==> config.mk <==
export PLATFORM = sky130hd
export DESIGN_NAME = spp_queue
export DESIGN_NICKNAME = d
export VERILOG_FILES = /design/src/hw/rtl/spp_pkg.sv /design/src/hw/rtl/spp_queue.sv
export SDC_FILE = /design/constraint.sdc
export NUM_CORES = 1
export LEC_CHECK = 0
export BUFFER_PORTS_ARGS = -buffer_cell sky130_fd_sc_hd__buf_2
export CAP_MARGIN = 0
export CORE_MARGIN = 4
export CORE_UTILIZATION = 50
export DETAILED_ROUTE_END_ITERATION = 8
export GPL_ROUTABILITY_DRIVEN = 0
export GPL_TIMING_DRIVEN = 0
export HOLD_SLACK_MARGIN = 0.08
export PLACE_DENSITY = 0.82
export SLEW_MARGIN = 20
export SYNTH_ARGS = -nofsm -noshare
export SYNTH_HDL_FRONTEND = slang
export SYNTH_SLANG_ARGS = --single-unit
==> constraint.sdc <==
create_clock -name aclk -period 9.1 [get_ports aclk]
set_input_delay 1.365 -clock aclk [delete_from_list [all_inputs] [get_ports aclk]]
set_output_delay 1.365 -clock aclk [all_outputs]
set_load 0.02 [all_outputs]
==> src/hw/rtl/spp_pkg.sv <==
// Shared types, constants and helper functions for the stereo point projection unit.
// Every other file of the unit imports this package; it depends on nothing else.
`timescale 1ns / 1ps
package spp_pkg;

    // Build-time choices.
    localparam int NUM_CAMERAS = 2;
    localparam int WORD_BITS   = 32;

    // Effective word size of inputs, coefficients and saturated results.
    localparam int EFF_BITS = (WORD_BITS > 32) ? 32 : WORD_BITS;

    // Field widths.
    localparam int VAL_W      = 32;
    localparam int IDX_W      = 5;
    localparam int OUT_CAMS   = 2;
    localparam int COEF_DEPTH = NUM_CAMERAS * 12;
    localparam int COEF_AW    = $clog2(COEF_DEPTH);

    // Stream word layout.
    localparam int IN_BITS   = IDX_W + 7 * VAL_W;
    localparam int S_TDATA_W = ((IN_BITS + 7) / 8) * 8;
    localparam int M_TDATA_W = 8 * VAL_W;
    localparam int M_TUSER_W = OUT_CAMS;

    // Datapath widths.
    localparam int FRAC_BITS = 16;
    localparam int PROD_W    = 2 * VAL_W;
    localparam int SUM_W     = PROD_W + 2;
    localparam int H_W       = SUM_W - FRAC_BITS - 1;
    localparam int SPLIT     = 24;
    localparam int HI_W      = H_W - SPLIT;
    localparam int LL_W      = 2 * SPLIT;
    localparam int PP_W      = 2 * (HI_W > SPLIT + 1 ? HI_W : SPLIT + 1);
    localparam int TN_W      = 2 * H_W + 1;
    localparam int NUM_W     = TN_W - 1;
    localparam int DEN_W     = 2 * H_W - 1;
    localparam int Q_W       = 32;
    localparam int REM_W     = DEN_W + Q_W;

    // Pipeline depths: four arithmetic stages, then the divider.
    localparam int DIV_STAGES  = Q_W + 2;
    localparam int BACK_STAGES = 4 + DIV_STAGES;
    localparam int DEG_FIRST   = 2;

    // Queue between front and back.
    localparam int QUEUE_DEPTH = 4;
    localparam int QPTR_W      = $clog2(QUEUE_DEPTH);
    localparam int QCNT_W      = $clog2(QUEUE_DEPTH + 1);

    // Saturation limit for the positive side.
    localparam logic [Q_W:0] MAXPOS = ((Q_W + 1)'(1) << (EFF_BITS - 1)) - (Q_W + 1)'(1);

    // Command codes.
    typedef enum logic {
        CMD_LOAD    = 1'b0,
        CMD_PROJECT = 1'b1
    } cmd_t;

    // One queued command.
    typedef struct packed {
        logic                        is_load;
        logic [IDX_W-1:0]            coef_idx;
        logic [VAL_W-1:0]            coef_val;
        logic [2:0][VAL_W-1:0]       pt;
        logic [2:0][VAL_W-1:0]       dr;
    } q_entry_t;

    // Sign extend from the effective word size.
    function automatic logic [VAL_W-1:0] sext_word(logic [VAL_W-1:0] x);
        logic signed [VAL_W-1:0] t;
        t = $signed(x) <<< (VAL_W - EFF_BITS);
        return t >>> (VAL_W - EFF_BITS);
    endfunction

    // Saturate a quotient magnitude and apply its sign.
    function automatic logic [Q_W-1:0] sat_q(logic [Q_W-1:0] q, logic ovf, logic neg);
        logic [Q_W:0] qq;
        logic [Q_W:0] lim;
        qq  = ovf ? {1'b0, {Q_W{1'b1}}} : {1'b0, q};
        lim = neg ? MAXPOS + (Q_W + 1)'(1) : MAXPOS;
        if (qq > lim) begin
            qq = lim;
        end
        if (neg) begin
            qq = (Q_W + 1)'(0) - qq;
        end
        return qq[Q_W-1:0];
    endfunction

endpackage

==> src/hw/rtl/spp_queue.sv <==
// Short command queue between the front and back parts of the projection unit.
// Depends on spp_pkg.
`timescale 1ns / 1ps
module spp_queue (
    input  logic              aclk,
    input  logic              aresetn,
    input  logic              push_i,
    input  spp_pkg::q_entry_t entry_i,
    output logic              full_o,
    input  logic              pop_i,
    output spp_pkg::q_entry_t entry_o,
    output logic              empty_o
);
    import spp_pkg::*;

    q_entry_t          mem_reg [QUEUE_DEPTH];
    logic [QPTR_W-1:0] wr_reg, wr_next;
    logic [QPTR_W-1:0] rd_reg, rd_next;
    logic [QCNT_W-1:0] cnt_reg, cnt_next;

    assign full_o  = (cnt_reg == QCNT_W'(QUEUE_DEPTH));
    assign empty_o = (cnt_reg == '0);
    assign entry_o = mem_reg[rd_reg];

    // Pointer and fill count update.
    always_comb begin
        wr_next  = wr_reg;
        rd_next  = rd_reg;
        cnt_next = cnt_reg;
        if (push_i) begin
            wr_next = (wr_reg == QPTR_W'(QUEUE_DEPTH - 1)) ? '0 : wr_reg + 1'b1;
        end
        if (pop_i) begin
            rd_next = (rd_reg == QPTR_W'(QUEUE_DEPTH - 1)) ? '0 : rd_reg + 1'b1;
        end
        if (push_i && !pop_i) begin
            cnt_next = cnt_reg + 1'b1;
        end else if (pop_i && !push_i) begin
            cnt_next = cnt_reg - 1'b1;
        end
    end

    always_ff @(posedge aclk) begin
        if (!aresetn) begin
            wr_reg  <= '0;
            rd_reg  <= '0;
            cnt_reg <= '0;
        end else begin
            wr_reg  <= wr_next;
            rd_reg  <= rd_next;
            cnt_reg <= cnt_next;
        end
    end

    // Entry storage.
    always_ff @(posedge aclk) begin
        if (push_i) begin
            mem_reg[wr_reg] <= entry_i;
        end
    end

endmodule

==> results.cfg <==
[power]
p_leak_nw = 13.7
p_per_area_nw_per_um2 = 233
peakVddDrop_mv = 0.234

[floorplanning]
dieArea_um2 = 72000
dieHeight_um = 268
initial_utilization = 0.504
core_um2 = 67200
rows = 95
dieWidth_um = 268
io_pins = 466

[yosys]
ys_ff_latch = 929
synth-async-reset-ratio = 0
synth_cell_types = 23
avgSynthCellArea_um2 = 27.2
syn_inst = 1246
synth_top_flop_cell = edfxtp_1
synth-edff-count = 920
syn_area_um2 = 33900
synthesis.nets = 1487
ys.warnings.count = 0
seq_area_frac_synth = 0.821

[sta]
worst_pin_slew_ns = 0.710
relSlewSlack = 0.527
maxSlewViolCount = 0
min_period_over_period = 0.448
period_needed_ns = 4.08
fin_skew_ns = 0.0219
max_freq_mhz = 245
hold_viol = 0
hold_slack_ns = 0.540
rsz0062_at_grt = no
setup-violations-final = 0
fin_ws_ns = 5.02
finalSetupTns_ns = 0

[worst_hold_path]
worstHoldStart = cnt_reg[2]
hold_class = reg2reg
hold_end = cnt_reg[2]
whs_path_depth = 2

[critical_path]
cp-end-kind = primary output
crit_arrival_ns = 2.71
worstSetupPathType = reg2out
cp_max_fo = 10
crit_path_start_kind = flop
slowest_stage = clkbuf_2
r2r-start = wr_reg[0]
max_stage_delay_ns = 0.50
reg2reg_depth = 5
path_common_cell = buf_2
cp_cell_sequence = buf_2 > clkbuf_2 > buf_2 > mux4_2 > buf_2
rr_endpoint = mem_reg[3][133]
reg2reg_setup_slack_ns = 6.70
cp_data_required_time_ns = 7.74

[cells_and_area]
layout.nets = 2065
final_core_util = 0.606
mostFrequentLayoutCells = edfxtp_1 (920), buf_2 (486), mux4_2 (230), clkbuf_16 (91), clkbuf_1 (29)
mostFrequentLayoutCell = edfxtp_1
drive_above_1_share = 0.471
largest_reg_flops = 920
stdcell_area_um2 = 40700
area_growth_pct = 20.1
nFillCells = 4448

[drt]
first_pass_iters = 5
drt_iter0_markers = 1375
drt-vias-per-instance = 5.59
route.detailed.drc = 0
wl_per_cell_um = 26.4
vias = 15500
ant_nets = 0
wl_mm = 73.5

[cts]
cts_hold_buffers = 0
cts_root_buffer = clkbuf_16
cts-buffers-inserted = 91
clk_pin_slew_ns = 0.06
htreeDepth = 3
cts.sinks = 929
cts_tree = yes
clock_path_buffers = 3
cts_setup_buffers = 0
ctsResizeCount = 0
clock_latency_ns = 0.62

[global_route]
grt_antenna_before_repair = 18
grt_pass1_vias = 16800
grt_util_all_layers = 0.203
overflow = 0
grt_pass1_wl_mm = 108
grt_max_degree = 47

[placed_design]
io_buffers = 465
postPlaceCellArea_um2 = 37800
dpl_worst_slack_ns = 5.60
dp_hpwl_mm = 47.4

[job]
max_cap_viol_count = 0

[outcome]
outcome = finished, final reports clean
critical path, delay by kind of cell (launching register included):
family / cells / cell delay [ns]
buffers and inverters: 4 / 1.32
muxes: 1 / 0.44
DFF: 1 / 0.32
synthesized netlist by cell type, types with 2 or more instances:
master / n / area share
edfxtp_1: 920 / 0.82
buf_2: 21 / 0.0031
inv_1: 4 / 0.00044
nor2b_1: 5 / 0.00092
buf_12: 22 / 0.013
ha_1: 6 / 0.0022
buf_4: 3 / 0.00067
clkbuf_1: 5 / 0.00055
dfxtp_1: 9 / 0.0053
nor3_1: 2 / 0.00030
mux2i_1: 4 / 0.0012
mux4_2: 230 / 0.15
and2_1: 5 / 0.00092
worst max-delay path by stage:
stage                     slack (ns)    from               to  depth (start not counted)
after global routing            4.83    flop     entry_o[205]                          5
after global placement         -2.25  push_i  mem_reg[0][131]                          2
after floorplan                 1.91  push_i    mem_reg[0][0]                          1
final                           5.02    flop     entry_o[205]                          5
after detailed placement        5.60    flop     entry_o[205]                          5
after CTS                       4.92    flop     entry_o[205]                          5
report_power, final:
part / switching, W / internal, W / total, W
Clock: 0.00153 / 0.00204 / 0.00357
Combinational: 0.000581 / 0.000388 / 0.000969
Sequential: 0.0000477 / 0.00491 / 0.00495
Total: 0.00216 / 0.00734 / 0.00949
final cells by class:
cell class | instances | area [µm²] | share of cell area
Timing Repair Buffer | 485 | 2850 | 0.0700
Buffer | 52 | 601 | 0.0148
Clock buffer | 119 | 2400 | 0.0591
Inverter | 4 | 15.0 | 0.000369
Tap cell | 873 | 1090 | 0.0269
Sequential cell | 929 | 27800 | 0.684
Clock inverter | 40 | 427 | 0.0105
Multi-Input combinational cell | 261 | 5450 | 0.134
Antenna cell | 15 | 37.5 | 0.000923
per-layer routing:
metal / GRT usage / part of all wire / vias to the layer above
li1: - / - / 6609
met1: 0.251 / 0.36 / 8117
met2: 0.343 / 0.53 / 655
met3: 0.0649 / 0.087 / 134
met4: 0.0704 / 0.026 / 10
met5: 0 / 0.00088 / -
through the flow:
| step | power (W) | cells |
|---|---|---|
| floorplan | 0.00565 | 1246 |
| global placement | 0.00603 | 2584 |
| detailed placement | 0.00602 | 2604 |
| CTS | 0.00959 | 2763 |
| global route | 0.00984 | 2772 |
| finish | 0.00949 | 2778 |
cells by family after synthesis:
kind of cell,count (synthesis),synth area share
fa+ha+maj,7,0.00281
mux,234,0.154
flops,929,0.821
xor+xnor,2,0.000517
simple gates,15,0.00266
compound gates,3,0.000591
buf+inv,56,0.0181
Note: power is estimated with default switching activity, not from simulation.
